File: config.mk
export PLATFORM = sky130hd
export DESIGN_NAME = oaht_ram
export DESIGN_NICKNAME = d
export VERILOG_FILES = /design/src/sv/oaht_ram.sv
export SDC_FILE = /design/constraint.sdc
export NUM_CORES = 1
export LEC_CHECK = 0
export ABC_AREA = 1
export BUFFER_PORTS_ARGS = -buffer_cell sky130_fd_sc_hd__buf_2
export CORE_ASPECT_RATIO = 0.5
export CORE_MARGIN = 4
export CORE_UTILIZATION = 61
export DETAILED_ROUTE_END_ITERATION = 7
export PLACE_DENSITY = 0.79
export SLEW_MARGIN = 20
export SYNTH_ARGS = -nofsm -noshare
export SYNTH_HDL_FRONTEND = slang
export SYNTH_SLANG_ARGS = --single-unit
File: constraint.sdc
create_clock -name clk -period 1.39 [get_ports clk]
set_input_delay 0.2085 -clock clk [delete_from_list [all_inputs] [get_ports clk]]
set_output_delay 0.2085 -clock clk [all_outputs]
set_load 0.01 [all_outputs]
File: src/sv/oaht_ram.sv
// ----------------------------------------------------------------------------
// oaht_ram
// Generic single-write, single-read RAM with registered read data.
// ----------------------------------------------------------------------------
module oaht_ram #(
    parameter int WIDTH = 8,
    parameter int DEPTH = 16
) (
    input  logic                     clk,
    input  logic                     we,
    input  logic [$clog2(DEPTH)-1:0] wr_addr,
    input  logic [WIDTH-1:0]         wr_data,
    input  logic                     rd_en,
    input  logic [$clog2(DEPTH)-1:0] rd_addr,
    output logic [WIDTH-1:0]         rd_data
);

    logic [WIDTH-1:0] mem [DEPTH];

    // Write port
    always_ff @(posedge clk)
    begin
        if (we)
        begin
            mem[wr_addr] <= wr_data;
        end
    end

    // Registered read, held while not enabled
    always_ff @(posedge clk)
    begin
        if (rd_en)
        begin
            rd_data <= mem[rd_addr];
        end
    end

endmodule

==> results.toml, run 1 <==
[synthesis]
ys_ff_latch = 136
synth-seq-area-share_pct = 69.85
yosys.area.top_type = "edfxtp_1"
synth_area_per_cell_sq_um = 10.61
synth_nets = 570
yosys_warnings = 0
yosysUniqueCellTypes = 11
post-synth-top-area-fraction_pct = 69.85
syn-instance-count = 551
synth_area_leaders = "edfxtp_1 70%, nand2_1 11%, nand3_1 8.3%"
syn-cell-area_sq_um = 5847

[route]
routed_wl_um = 13710
route.detailed.drc = 0
drtAntennaViolNets = 0
first_pass_iters = 5
wl_per_cell_um = 18.88
vias_per_cell = 5.702
via_count = 4140
drtIter0Drc = 549

[final_layout]
layout_commonest_cell = "nand2_1"
final-instance-count-excl-fill = 726
mostFrequentLayoutCells = "173 x nand2_1, 136 x edfxtp_1, 100 x inv_1, 97 x nand3_1, 26 x buf_2"
design_area_sq_um = 6766
syn_to_final_growth_pct = 15.73
fillers = 563
diodes = 0
fin_nets = 615
drive_above_1_share_pct = 12.64

[floorplanning]
die_y_um = 77.23
pin_count = 27
fp.dieW_um = 146.5
fp.coreArea_sq_um = 9009
rows = 24
start_util_pct = 64.90
die-area_sq_um = 11310

[setup_path]
r2r_slack_ns = 0.16
cp-startpoint = "mem[11][5]"
worst-path-max-fanout = 1
end_kind = "flip-flop"
r2r_cells = 6
cp-start-kind = "flip-flop"
crit_required_ns = 1.56
timing.rr.end = "rd_data[5]"
r2r-start = "mem[11][5]"
arrival_ns = 1.40
path_class = "flip-flop to flip-flop"

[clocking]
cts_buffer_depth = 2
insertion_delay_ns = 0.42
clockRootBuffer = "clkbuf_16"
cts_max_level = 4
cts_buffers = 17
cts_post_setup_buffers_inserted = 0
cts_hold_buf = 0
clkTransAtPathRegs_ns = 0.06
cts_tree = "yes"
cts_sinks = 136
post_cts_resized = 0

[grt]
grt_overflow = 0
grt_pass1_vias = 4147
grtUsageTotal_pct = 25.72
grt_max_degree = 43
grt_pass1_wl_um = 21600
grt_antenna_before_repair = 1

[placed_design]
io_buffers = 26
gp_congestion = 0.8177
placed_area_sq_um = 6175
dp_hpwl_um = 8194
dp_cells = 694

[timing]
grt_setup_unrepaired = "no"
fin_crit_sh_pct = 88.60
slew_viol_final = 0
worstMarginPinSlew_ns = 0.5965
hold_viol = 0
post-route-min-period_ns = 1.232
relSlewSlack_pct = 60.17
setup_tns_ns = 0
fmax_ghz = 0.8120
hold_ws_ns = 0.1780
finClkSkew_ns = 0.005301
setup_viol = 0

[worst_hold_path]
hold_depth = 1
worstHoldStart = "rd_en"
worstHoldPathType = "input port to flip-flop"
whs_endpoint = "rd_data[6]"

[power]
p_total_mw = 9.793
power.density_nw_per_um2 = 1447
ir_drop_v = 0.0009788
leakage_nw = 2.960

[run]
drv_cap = 0

[outcome]
status = "finished clean"
## per-layer routing
| layer | wire [um] | global-route usage [%] |
|---|---|---|
| met1 | 5146 | 31.85 |
| met2 | 6594 | 40.20 |
| met3 | 1460 | 9.423 |
| met4 | 507 | 13.04 |
| met5 | 0 | 0 |
## critical path, stage by stage, from the launching register on
cell and delay, ns:
edfxtp_1 0.38, inv_1 0.07, nand2_1 0.08, nand3_1 0.11, nand3_1 0.07, nand3_1 0.20, nand2_1 0.07
## where the power goes
group	total (mW)	internal, mW	switching (mW)
sequential	4.65	4.62	0.0273
clock	4.55	2.95	1.60
combinational	0.591	0.173	0.418
## layout make-up
type                    instances  area (sq um)  area share [%]
flip-flops and latches        136          4084           60.36
multi-input cells             289          1214           17.94
clock buffers                  19         432.9           6.398
inverters                     102         382.9           5.658
repair buffers                 50         347.8           5.141
clock inverters                13         158.9           2.348
well taps                     117         146.4           2.163
## cell families after synthesis
family                 after synthesis  share of synthesized area (%)
AND/OR/NAND/NOR                    289                          20.76
flip-flops                         136                          69.85
buffers and inverters              126                          9.394
## sequential cells by signal, indices dropped and copies added (netlist names)
| signal | flops |
|---|---|
| mem | 128 |
| rd_data | 8 |
## cells in the mapped netlist, drive strengths merged
master / number
edfxtp: 136
nand3: 97
nor2: 17
buf: 24
nand3b: 2
nand2: 173
inv: 102
## metrics by stage
stage	setup slack [ns]	utilization, %
after floorplan	0.2307	-
after global placement	0.005115	68.54
after detailed placement	-0.02681	68.54
after CTS	0.1456	75.11
after global routing	0.1060	75.11
final	0.1584	75.11
## how the worst max path moves through the flow
stage / endpoint / slack, ns
3_3_place_gp: rd_data[1] / 0.005
2_1_floorplan: mem[10][0] / 0.23
6_report: rd_data[5] / 0.16
3_5_place_dp: rd_data[5] / -0.03
5_1_grt: rd_data[5] / 0.11
4_1_cts: rd_data[5] / 0.15
Note: power is estimated with default switching activity, not from simulation.
==> run 2, diff against run 1 <==
- clock period: 1.39 -> 1.31 ns (I/O delays scaled with it)
==> results.toml, run 2 (same netlist as run 1, synthesis figures left out) <==
[final_layout]
layout_commonest_cell = "nand2_1"
drive_above_1_share_pct = 13.61
syn_to_final_growth_pct = 16.18
largest-register = "mem"
largestRegisters = "mem: 128 flops, rd_data: 8 flops"
fin_nets = 616
mostFrequentLayoutCells = "173 x nand2_1, 136 x edfxtp_1, 100 x inv_1, 97 x nand3_1, 26 x buf_2"
largest_reg_flops = 128
diodes = 0
final-instance-count-excl-fill = 727

[setup_path]
cp_num_cells = 1
r2r_slack_ns = 0.10
path_class = "flip-flop to primary output"
cp_top_family = "flip-flops"
timing.rr.end = "rd_data[4]"
cp-startpoint = "rd_data[5]"
crit_required_ns = 1.11
worstPathCellList = "buf_2"
cpMaxStageDelayCell = "edfxtp_1"
critPathCapture = "rd_data[5]"
arrival_ns = 1.02
critPathMaxStageDelay_ns = 0.43
cp-start-kind = "flip-flop"
r2r-start = "mem[10][4]"
worst-path-max-fanout = 1
cp_num_buf_inv = 1
end_kind = "primary output"
r2r_cells = 6

[grt]
grtUsageTotal_pct = 26.12
grt_overflow = 0
grt_antenna_before_repair = 0
grt_pass1_wl_um = 22020
grt_max_degree = 43
grt_pass1_vias = 4183

[timing]
setup_slack_ns = 0.09390
grt_setup_unrepaired = "no"
relSlewSlack_pct = 58.88
fin_crit_sh_pct = 92.83
finClkSkew_ns = 0.007003
slew_viol_final = 0
worstMarginPinSlew_ns = 0.6159
post-route-min-period_ns = 1.216
fmax_ghz = 0.8223
setup_viol = 0
hold_viol = 0

[clocking]
cts_sinks = 136
insertion_delay_ns = 0.41
cts_max_level = 4
cts_hold_buf = 0
cts_buffer_depth = 2
clockRootBuffer = "clkbuf_16"
post_cts_resized = 0
cts_post_setup_buffers_inserted = 0
cts_tree = "yes"
clkTransAtPathRegs_ns = 0.06
cts_buffers = 17

[floorplanning]
die_y_um = 77.23
die-area_sq_um = 11310
fp.dieW_um = 146.5
rows = 24
fp.coreArea_sq_um = 9009
start_util_pct = 64.90
pin_count = 27

[power]
p_clk_share_pct = 47.0
power.density_nw_per_um2 = 1545
p_switching_mw = 2.243
comb_power_share_pct = 6.0
power.share.sequential_pct = 47.0
ir_drop_v = 0.001093
p_int_mw = 8.251
leakage_nw = 2.970
switching_share_pct = 21.38

[worst_hold_path]
hold_depth = 1
worstHoldPathType = "input port to flip-flop"
worstHoldStart = "rd_en"

[outcome]
status = "finished clean"

[placed_design]
place_ws_ns = -0.1111
dp_cells = 695
io_buffers = 26
gp_congestion = 0.8410
dp_hpwl_um = 8453

[route]
drtIter0Drc = 480
first_pass_iters = 6
wl_per_cell_um = 18.89
vias_per_cell = 5.572
routed_wl_um = 13730
route.detailed.drc = 0
drtAntennaViolNets = 0
via_count = 4051

[run]
drv_cap = 0
[run 2: changes by cell type in the layout (fill, tap and decap cells not counted)]
cell | before | now
clkbuf_1 | 2 | 1
clkinv_2 | 4 | 5
clkinv_1 | 5 | 1
clkinv_4 | 0 | 2
buf_4 | 21 | 22
clkinvlp_4 | 0 | 2
[run 2: worst min-delay path by stage]
stage | end | slack, ns
2_1_floorplan | mem[0][0] | 0.30
3_3_place_gp | rd_data[2] | 0.57
3_5_place_dp | rd_data[2] | 0.58
4_1_cts | rd_data[6] | 0.15
5_1_grt | rd_data[2] | 0.15
6_report | rd_data[6] | 0.16
[run 2: routing by layer]
| layer | track usage (%) | vias up | wire [um] |
|---|---|---|---|
| met4 | 10.69 | 0 | 285 |
| met1 | 32.55 | 1939 | 5273 |
| met3 | 8.422 | 28 | 1350 |
| li1 | - | 1874 | - |
| met5 | 0 | - | 0 |
| met2 | 42.74 | 210 | 6820 |
[run 2: per-stage QoR]
stage | util [%] | hold slack [ns] | setup TNS, ns | instance area (sq um) | power [mW]
floorplan | - | 0.2954 | 0 | 5847 | 5.370
global placement | 68.63 | 0.5734 | -0.2663 | 6182 | 5.610
detailed placement | 68.63 | 0.5779 | -0.5978 | 6182 | 5.633
CTS | 75.40 | 0.1514 | 0 | 6793 | 10.50
global route | 75.40 | 0.1479 | 0 | 6793 | 10.81
finish | 75.40 | 0.1640 | 0 | 6793 | 10.49
[run 2: power groups by stage]
stage | Combinational (mW) | Sequential [mW] | Clock, mW
6_report | 0.631 | 4.93 | 4.93
5_1_grt | 0.695 | 4.94 | 5.18
4_1_cts | 0.623 | 4.93 | 4.95
3_5_place_dp | 0.612 | 5.02 | 0
3_3_place_gp | 0.592 | 5.02 | 0
2_1_floorplan | 0.344 | 5.03 | 0
[run 2: layout make-up]
cell class                 count  area [sq um]
multi-input combinational    289          1214
timing repair buffer          51         355.3
fill                         556          2216
inverter                     102         382.9
clock buffer                  18         429.2
tap                          117         146.4
clock inverter                14         181.4
sequential                   136          4084
