File: src/sv/oaht_pkg.sv
// ----------------------------------------------------------------------------
// oaht_pkg
// Types, codes and helpers for the open-addressing hash table.
// ----------------------------------------------------------------------------
package oaht_pkg;

    localparam int OAHT_DEPTH = 1024;
    localparam int SIZE_W     = 11;
    localparam int DATA_W     = 32;
    localparam int NBITS_W    = 6;

    typedef enum logic [1:0] {
        CMD_SEARCH = 2'd0,
        CMD_INSERT = 2'd1,
        CMD_ERASE  = 2'd2,
        CMD_NOP    = 2'd3
    } cmd_t;

    typedef enum logic [1:0] {
        ST_DONE      = 2'd0,
        ST_NOT_FOUND = 2'd1,
        ST_DUPLICATE = 2'd2,
        ST_FULL      = 2'd3
    } status_t;

    typedef enum logic [1:0] {
        SLOT_EMPTY   = 2'd0,
        SLOT_USED    = 2'd1,
        SLOT_DELETED = 2'd2
    } slot_state_t;

    typedef enum logic [3:0] {
        S_CLEAR,
        S_IDLE,
        S_DIV_HOME,
        S_DIV_STEP,
        S_DIV_C17,
        S_DIV_C31,
        S_FIND_RD,
        S_FIND_CHK,
        S_INS_RD,
        S_INS_CHK,
        S_DONE
    } fsm_t;

    typedef struct packed {
        logic [1:0]               command;
        logic signed [DATA_W-1:0] key;
        logic signed [DATA_W-1:0] value;
    } in_item_t;

    typedef struct packed {
        logic [1:0]               status;
        logic signed [DATA_W-1:0] found_value;
        logic [SIZE_W-1:0]        probe_count;
        logic [SIZE_W-1:0]        item_count;
        logic [DATA_W-1:0]        collision_total;
    } out_item_t;

    typedef struct packed {
        slot_state_t       state;
        logic [DATA_W-1:0] key;
        logic [DATA_W-1:0] value;
    } slot_t;

    // Request to the shared remainder unit
    typedef struct packed {
        logic               start;
        logic [DATA_W-1:0]  dividend;
        logic [NBITS_W-1:0] nbits;
        logic [SIZE_W-1:0]  divisor;
    } mod_req_t;

    // Response from the shared remainder unit
    typedef struct packed {
        logic              done;
        logic [SIZE_W-1:0] rem;
    } mod_rsp_t;

    // Add two residues below m and reduce once
    function automatic logic [SIZE_W-1:0] mod_add(
        input logic [SIZE_W-1:0] a,
        input logic [SIZE_W-1:0] b,
        input logic [SIZE_W-1:0] m
    );
        logic [SIZE_W:0] s;
        s = {1'b0, a} + {1'b0, b};
        if (s >= {1'b0, m})
        begin
            s = s - {1'b0, m};
        end
        return s[SIZE_W-1:0];
    endfunction

endpackage

File: src/sv/oaht_mod_unit.sv
// ----------------------------------------------------------------------------
// oaht_mod_unit
// Bit-serial remainder unit: one dividend bit per cycle, restoring form.
// ----------------------------------------------------------------------------
module oaht_mod_unit
    import oaht_pkg::*;
(
    input  logic     clk,
    input  logic     rst_n,
    input  mod_req_t req,
    output mod_rsp_t rsp
);

    logic [DATA_W-1:0]  dvd_reg;
    logic [SIZE_W-1:0]  rem_reg;
    logic [SIZE_W-1:0]  div_reg;
    logic [NBITS_W-1:0] cnt_reg;
    logic               run_reg;
    logic               done_reg;
    logic [SIZE_W:0]    trial;
    logic [SIZE_W:0]    reduced;

    // Shift in the next bit and subtract when it fits
    always_comb
    begin
        trial   = {rem_reg, dvd_reg[DATA_W-1]};
        reduced = trial;
        if (trial >= {1'b0, div_reg})
        begin
            reduced = trial - {1'b0, div_reg};
        end
    end

    // Control
    always_ff @(posedge clk or negedge rst_n)
    begin
        if (!rst_n)
        begin
            run_reg  <= 1'b0;
            done_reg <= 1'b0;
            cnt_reg  <= '0;
        end
        else
        begin
            done_reg <= 1'b0;
            if (req.start)
            begin
                run_reg <= 1'b1;
                cnt_reg <= req.nbits;
            end
            else if (run_reg)
            begin
                cnt_reg <= cnt_reg - 1'b1;
                if (cnt_reg == NBITS_W'(1))
                begin
                    run_reg  <= 1'b0;
                    done_reg <= 1'b1;
                end
            end
        end
    end

    // Datapath
    always_ff @(posedge clk)
    begin
        if (req.start)
        begin
            dvd_reg <= req.dividend << (NBITS_W'(DATA_W) - req.nbits);
            div_reg <= req.divisor;
            rem_reg <= '0;
        end
        else if (run_reg)
        begin
            dvd_reg <= dvd_reg << 1;
            rem_reg <= reduced[SIZE_W-1:0];
        end
    end

    assign rsp.done = done_reg;
    assign rsp.rem  = rem_reg;

endmodule

File: config.mk
export PLATFORM = sky130hd
export DESIGN_NAME = oaht_mod_unit
export DESIGN_NICKNAME = d
export VERILOG_FILES = /design/src/sv/oaht_pkg.sv /design/src/sv/oaht_mod_unit.sv
export SDC_FILE = /design/constraint.sdc
export NUM_CORES = 1
export LEC_CHECK = 0
export BUFFER_PORTS_ARGS = -buffer_cell sky130_fd_sc_hd__buf_2
export CAP_MARGIN = 20
export CORE_MARGIN = 5
export CORE_UTILIZATION = 25
export DETAILED_ROUTE_END_ITERATION = 8
export GPL_ROUTABILITY_DRIVEN = 0
export PLACE_DENSITY_LB_ADDON = 0.2
export SKIP_LAST_GASP = 1
export SYNTH_ARGS = -nofsm -noshare
export SYNTH_HDL_FRONTEND = slang
export SYNTH_SLANG_ARGS = --single-unit
File: constraint.sdc
create_clock -name clk -period 2.6 [get_ports clk]
set_input_delay 0.52 -clock clk [delete_from_list [all_inputs] [get_ports clk]]
set_output_delay 0.52 -clock clk [all_outputs]
set_load 0.02 [all_outputs]
==> metrics list, run 1 <==
* Largest stage delay on the critical path: ~0.41 ns
- Die area: 21700 µm²
- Slew Limit Fails: 0
* Slew headroom: 0.527
* Post-CTS Hold Buffers: 0
- For the worst setup path, the data required time is 2.81 ns.
- For this run, design rule violations remaining after detail routing come to 0.
- The floorplan step set the die height to 147 µm.
- Dividing the synthesized area by the synthesized cell count gives 9.42 µm².
* Async set-or-reset flop fraction in the synthesized netlist: 0.129
- Area share of the largest cell type after synthesis: 0.275
- Maximum buffer depth of the clock tree: 2
- Of the synthesized area, sequential elements account for 0.364.
* Maximum clock frequency: ~0.41 GHz
- For this run the aggregate overflow at the end of global routing stands at 0.
- The kind of cell with the highest combined delay along the critical path is adder cells.
- Once layout is done, the placed cells without fillers occupy 5840 µm².
- Area of the core: ~19000 µm²
- The min-delay analysis places its worst path in the category input pin to async pin.
* CTS H-tree lvls: 3
* Number of placement rows: 50
* Count of buffers from port buffering: 63
* Clock skew after layout: slightly above 0.006 ns
- Die Width: 147 µm
- The tree is rooted in a sky130_fd_sc_hd__clkbuf_16.
- Slew of the pin with the lowest slew margin: 0.706 ns
- Wire length of the first global-routing pass: around 22000 µm
- Fill cells in the final layout number 1978.
- The register with the most flip-flops in the layout has 32 of them.
- Critical path, cell by cell: inv_1 > ha_1 > fa_1 > nor2b_1 > o22ai_2 > a211o_1 > nand2_1 > buf_4 > mux2i_1 > o21ai_0
- Dividing the final minimum period by the clock period gives 0.943.
- Via count: 4071
- Of all nets on the critical path, the largest fanout is 7.
* Insertion delay of the later-clocked pin in the worst-skew pair: 0.32 ns
- For this run, the total global-route usage over all layers was measured as 0.123.
- The cell count after synthesis came out at approximately 500.
* Library cell with the largest summed area after synthesis: sky130_fd_sc_hd__edfxtp_1
- Sink count of the clock tree: 62
- In the final routed layout, each cell accounts on average for about 16 µm.
- Termination of the worst setup path: rem_reg[3]$_SDFFE_PP0P_
- The flow ran to the end, and the final reports show no timing, DRC or antenna violations.
* Area growth from synthesis to layout: 24.2%
* DRT iter0 DRCs: about 240
* Clock edge transition at the registers on the reported setup and hold paths: approximately 0.060 ns
- Antenna violations before repair: 0
- Maximum number of pins on one net before global-route repair: 36
- The initial utilization of the core area, before any placement, comes to 0.252.
* Launch point of the worst path: dvd_reg[31]$_DFFE_PP_
- STA classifies the critical path endpoint as a register.
- I/O pin total: 64
- For this design the static power due to leakage is 0.00254 µW.
- Setup crit start kind: register
- The largest individual stage delay along the critical path comes from the cell sky130_fd_sc_hd__fa_1.
* Power density over the cells: approximately 710 nW/µm²
* Vias in the first global route: approximately 4300
- Crit Path Class: register to register
- CTS Buf Count: 9
* Data arrival time of the critical path: between 2 and 3 ns
* Post-synth top flop: sky130_fd_sc_hd__edfxtp_1
- When the netlist entered floorplanning its net count stood at between 500 and 600.
- The smallest clock period supported by the final layout is computed as 2.45 ns.
- The count of final hold-check violations was 0.
- Layout net count: 649
- Fraction of layout cells with a size suffix above 1: 0.257
* Clock tree from TritonCTS: yes
* Leading cell types by total area after synthesis: sky130_fd_sc_hd__edfxtp_1, sky130_fd_sc_hd__mux2i_1, sky130_fd_sc_hd__nand2_1
- Startpoint of the worst register-to-register path: dvd_reg[31]$_DFFE_PP_
* Total number of cells along the worst setup path: 10
* Max-cap violations: 0
- Together, buffers and inverters on the worst path number 2.
* DP Wirelength: around 10000 µm
- Post-Route Hold Slack: 0.0295 ns
- After routing, the total negative slack on setup checks comes to 0 ns.
- R2r worst-path depth: 10
* Cell area reported after detailed placement: 5550 µm²
* Number of nets with antenna violations after routing: 0
- Antenna cell count: 0
- In this run, synthesis inferred 43 flip-flops with an integrated enable.
- For this run, the number of Yosys warnings is 0.
- IR analysis of the VDD net gives a maximum drop of 270 µV.
* Wirelength, routed: 13300 µm
* First-pass iteration count of the detailed router: 4
- Endpoint of the worst-slack reg-to-reg timing path: rem_reg[3]$_SDFFE_PP0P_
* Unique cell type count in the Yosys netlist: 64
* Post-synthesis instance area: approximately 4700 µm²
- Setup violations remaining at the end of the flow were counted as 0.
- After detailed routing, the number of vias per cell comes to around 5.
* Seq cells post-synth: 62
- Worst reg2reg setup slack: 0.15 ns
## report_power, final
| part | total [µW] | switching, µW | internal (µW) | leakage (µW) |
|---|---|---|---|---|
| clock network | 1130 | 420 | 705 | 0.000137 |
| logic | 1650 | 941 | 712 | 0.00173 |
| registers | 1350 | 116 | 1230 | 0.000671 |
| total | 4130 | 1480 | 2650 | 0.00254 |
## routing by layer
| layer | part of all wire | vias up | track usage |
|---|---|---|---|
| met1 | 0.46 | 1942 | 0.153 |
| met3 | 0.040 | 12 | 0.0305 |
| met2 | 0.49 | 96 | 0.211 |
| li1 | - | 2021 | - |
| met5 | 0 | - | 0 |
| met4 | 0.011 | 0 | 0.0401 |
## how the worst min path moves through the flow
stage               start  cells past startpoint                     end
finish              rst_n                      1  cnt_reg[3]$_DFFE_PN0P_
CTS                 rst_n                      1  cnt_reg[3]$_DFFE_PN0P_
global placement    rst_n                      1      done_reg$_DFF_PN0_
global route        rst_n                      1  cnt_reg[3]$_DFFE_PN0P_
floorplan           rst_n                      0  cnt_reg[0]$_DFFE_PN0P_
detailed placement  rst_n                      1      done_reg$_DFF_PN0_
## synthesized netlist by cell type, drive strengths merged, types with 13 or more instances
| library cell | count |
|---|---|
| inv | 19 |
| nand2 | 83 |
| clkbuf | 13 |
| o211ai | 19 |
| ha | 14 |
| nand3 | 22 |
| mux2i | 47 |
| buf | 19 |
| nor2 | 19 |
| a21oi | 15 |
| edfxtp | 43 |
| o21ai | 35 |
## repair_timing
action | CTS | global route
resized for setup | 0 | 2
setup buffers | 0 | 1
hold endpoints to repair | 0 | 0
endpoints found under the setup margin | 0 | 4
## placed cells by master, fill, tap and decap left out, drive strengths merged, types with 3 or more instances in the layout
cell type	instances
clkbuf	14
mux2	8
mux4	11
nand3	22
nand2	83
buf	104
mux2i	47
a21boi	3
o2bb2ai	11
nor3	10
and3	5
a31oi	4
nor2b	5
nor2	19
a211oi	5
o21a	4
a221o	4
and2	3
dfrtp	8
o21ai	35
a21oi	15
xor2	9
xnor2	7
nand2b	3
a32o	3
o31ai	3
ha	14
dfxtp	11
edfxtp	43
inv	21
o211ai	19
## area by class of cell
class                   instances  area [µm²]  share of cell area
clock buffers                  14         265              0.0454
clock inverters                 2        12.5             0.00214
inverters                      20        77.6              0.0133
multi-input cells             385        2820               0.483
flip-flops and latches         62        1710               0.293
well taps                     234         293              0.0501
repair buffers                104         661               0.113
## metrics by stage
stage | worst slack, ns | power [µW] | cells | util
after floorplan | 0.000692 | 2460 | 499 | -
after global placement | 0.0407 | 3010 | 804 | 0.297
after detailed placement | 0.0352 | 3010 | 804 | 0.297
after CTS | 0.0748 | 4180 | 820 | 0.312
after global routing | -0.000644 | 4420 | 821 | 0.313
final | 0.148 | 4130 | 821 | 0.313
## cells by family after synthesis
logic type,count (synthesis),share of synthesized area
DFF,62,0.364
and+or+nand+nor,165,0.161
xor gates and xnor gates,16,0.0298
muxes,66,0.173
adders and majority gates,15,0.0415
buffers and inverters,52,0.0490
AOI/OAI and AO/OA,123,0.182
Power figures use the tool's default switching activity.
==> inputs of run 2 (changes only) <==
--- a/config.mk
+++ b/config.mk
@@ -5,11 +5,11 @@
 export SDC_FILE = /design/constraint.sdc
 export NUM_CORES = 1
 export LEC_CHECK = 0
-export BUFFER_PORTS_ARGS = -buffer_cell sky130_fd_sc_hd__buf_2
 export CAP_MARGIN = 20
 export CORE_MARGIN = 5
 export CORE_UTILIZATION = 25
 export DETAILED_ROUTE_END_ITERATION = 8
+export DONT_BUFFER_PORTS = 1
 export GPL_ROUTABILITY_DRIVEN = 0
 export PLACE_DENSITY_LB_ADDON = 0.2
 export SKIP_LAST_GASP = 1
==> metrics list, run 2 (same netlist as run 1, synthesis figures left out) <==
* Post-cts resize count: 0
- The core region is around 19000 µm².
- Die area: 21700 µm²
* Termination of the worst setup path: rem_reg[6]$_SDFFE_PP0P_
- The initial utilization of the core area, before any placement, comes to 0.252.
- The clock net in this run drives a total of 62 sinks.
* Maximum fanout along the worst path: 4
- The number of antenna violations at the first check in global routing came to 0.
- Clock skew after layout: approximately 0.0060 ns
- Summed over all layers, the global routing overflow is 0.
- Overall power consumption after layout is estimated at 4080 µW.
* Wire length of the first global-routing pass: approximately 21000 µm
- The library cell used most frequently in the layout, excluding fill and tap cells, is sky130_fd_sc_hd__nand2_1.
- Vert. Die Dim: 147 µm
- Before antenna repair, the detailed router went through 4 iterations.
- Dividing the detail-routed wire length by the instance count gives 17.0 µm.
- In this run the tightest slew margin relative to its limit is 0.465.
* Number of nets with antenna violations after routing: 0
- Critical Path RT: 2.88 ns
- In this run, placement finished with an instance count of ~740.
- Fraction of layout cells with a size suffix above 1: 0.166
- Number of placement rows: 50
- Cell area reported after detailed placement: around 5200 µm²
* Power density over the cells: ~740 nW/µm²
* Worst reg2reg setup slack: between 0.1 and 0.15 ns
* Vias in the first global route: 3888
- The routed layout has 3758 vias.
- Setup slack at placement: 0.129 ns
- Fin worst setup slack: 0.149 ns
- Wirelength, routed: around 13000 µm
- Clock edge transition at the registers on the reported setup and hold paths: 0.06 ns
- Slew of the pin with the lowest slew margin: 0.796 ns
- The register with the most flip-flops in the layout has 32 of them.
- Area growth from synthesis to layout: 17.5%
* Final-report hold violation count: 0
- In this run the critical register-to-register path is captured at rem_reg[6]$_SDFFE_PP0P_.
* Post-CTS repair timing setup buffer count: 0
- The tightest min-delay check is of the input pin to register type.
- Setup crit start kind: register
* Crit Path Class: register to register
- Maximum buffer depth of the clock tree: 2
- The first routing iteration left 176 violations.
- Using the TritonRoute via totals, the vias-per-cell ratio works out to 4.96.
- Result of the run: finished clean
- The root buffer cell chosen for the clock tree is sky130_fd_sc_hd__clkbuf_16.
- Maximum number of pins on one net before global-route repair: 40
- CTS Buf Count: 9
* CTS H-tree lvls: 3
- Clock tree from TritonCTS: yes
- R2r worst-path depth: 9
- Crit. End Element: register
* Leakage power: 0.00228 µW
- Antenna cell count: 0
* Die Width: around 150 µm
* Startpoint of the worst register-to-register path: dvd_reg[31]$_DFFE_PP_
- Top library cells by usage in the layout, fill and taps aside: sky130_fd_sc_hd__nand2_1, sky130_fd_sc_hd__mux2i_1, sky130_fd_sc_hd__edfxtp_1, sky130_fd_sc_hd__buf_4, sky130_fd_sc_hd__o21ai_0
- Data arrival time of the critical path: 2.73 ns
- In the routed design, unresolved DRC markers number 0.
* Max-cap violations: 0
- I/O pin total: 64
* Maximum clock frequency: 0.408 GHz
- Overall global routing resource usage: 0.122
- The number of max-slew violations in the final report came to 0.
* Final instance area: 5530 µm²
* Layout net count: 586
* DP Wirelength: 10000 µm
- Dividing the final minimum period by the clock period gives 0.943.
* Tmin final: ~2.5 ns
- For the worst-skew pair, the clock arrives at the later sink with an insertion delay of approximately 0.33 ns.
- Worst IR Drop VDD: around 400 µV
- Setup violations remaining at the end of the flow were counted as 0.
* Launch point of the worst path: dvd_reg[31]$_DFFE_PP_
- Final non-filler cell total: 758
- RSZ-0062 raised after global routing: yes
* Count of buffers from port buffering: 0
-- run 2: cell types whose count changed in the layout (fill, tap and decap cells not counted), sizes merged --
cell / previous run / this run
buf: 104 / 40
clkinv: 1 / 3
inv: 21 / 19
clkbuf: 14 / 13
clkinvlp: 0 / 1
dlygate4sd3: 0 / 1
-- run 2: through the flow --
stage	setup TNS, ns	hold slack (ns)	util
after floorplan	0	0.224	-
after global placement	0	0.225	0.280
after detailed placement	0	0.225	0.280
after CTS	0	0.243	0.296
after global routing	-0.0123	0.253	0.296
final	0	0.256	0.296
-- run 2: worst min-delay path by stage --
stage,start,cells past startpoint,to
global placement,rst_n,0,done_reg$_DFF_PN0_
finish,req[49],1,rem_reg[0]$_SDFFE_PP0P_
detailed placement,rst_n,0,done_reg$_DFF_PN0_
floorplan,rst_n,0,cnt_reg[0]$_DFFE_PN0P_
global route,req[49],1,rem_reg[0]$_SDFFE_PP0P_
CTS,req[49],1,rem_reg[0]$_SDFFE_PP0P_
-- run 2: final cells by class --
type	count	area, µm²
flip-flops and latches	62	1710
well taps	234	293
fillers	1972	13100
repair buffers	41	335
inverters	20	77.6
clock buffers	13	282
multi-input cells	385	2810
clock inverters	3	16.3
-- run 2: repair_timing --
item	CTS	global route
hold buffers	1	0
setup endpoints to repair	0	1
hold endpoints to repair	8	0
-- run 2: critical path, stage by stage (launching register included) --
cell	delay (ns)
sky130_fd_sc_hd__edfxtp_1	0.36
sky130_fd_sc_hd__inv_1	0.05
sky130_fd_sc_hd__ha_1	0.21
sky130_fd_sc_hd__fa_1	0.41
sky130_fd_sc_hd__nor2b_1	0.17
sky130_fd_sc_hd__o22ai_1	0.17
sky130_fd_sc_hd__a211oi_1	0.29
sky130_fd_sc_hd__nor2_1	0.16
sky130_fd_sc_hd__o311ai_0	0.37
sky130_fd_sc_hd__o211a_1	0.19
-- run 2: layer usage --
layer	routed length (µm)	up-vias	GRT usage
met5	0	-	0
met4	108	0	0.0266
met3	704	9	0.0305
met2	6050	75	0.196
met1	6040	1779	0.166
li1	-	1895	-
-- run 2: where the power goes --
group,switching (µW),internal (µW),total (µW)
registers,111,1230,1340
clock network,424,750,1170
logic,885,676,1560
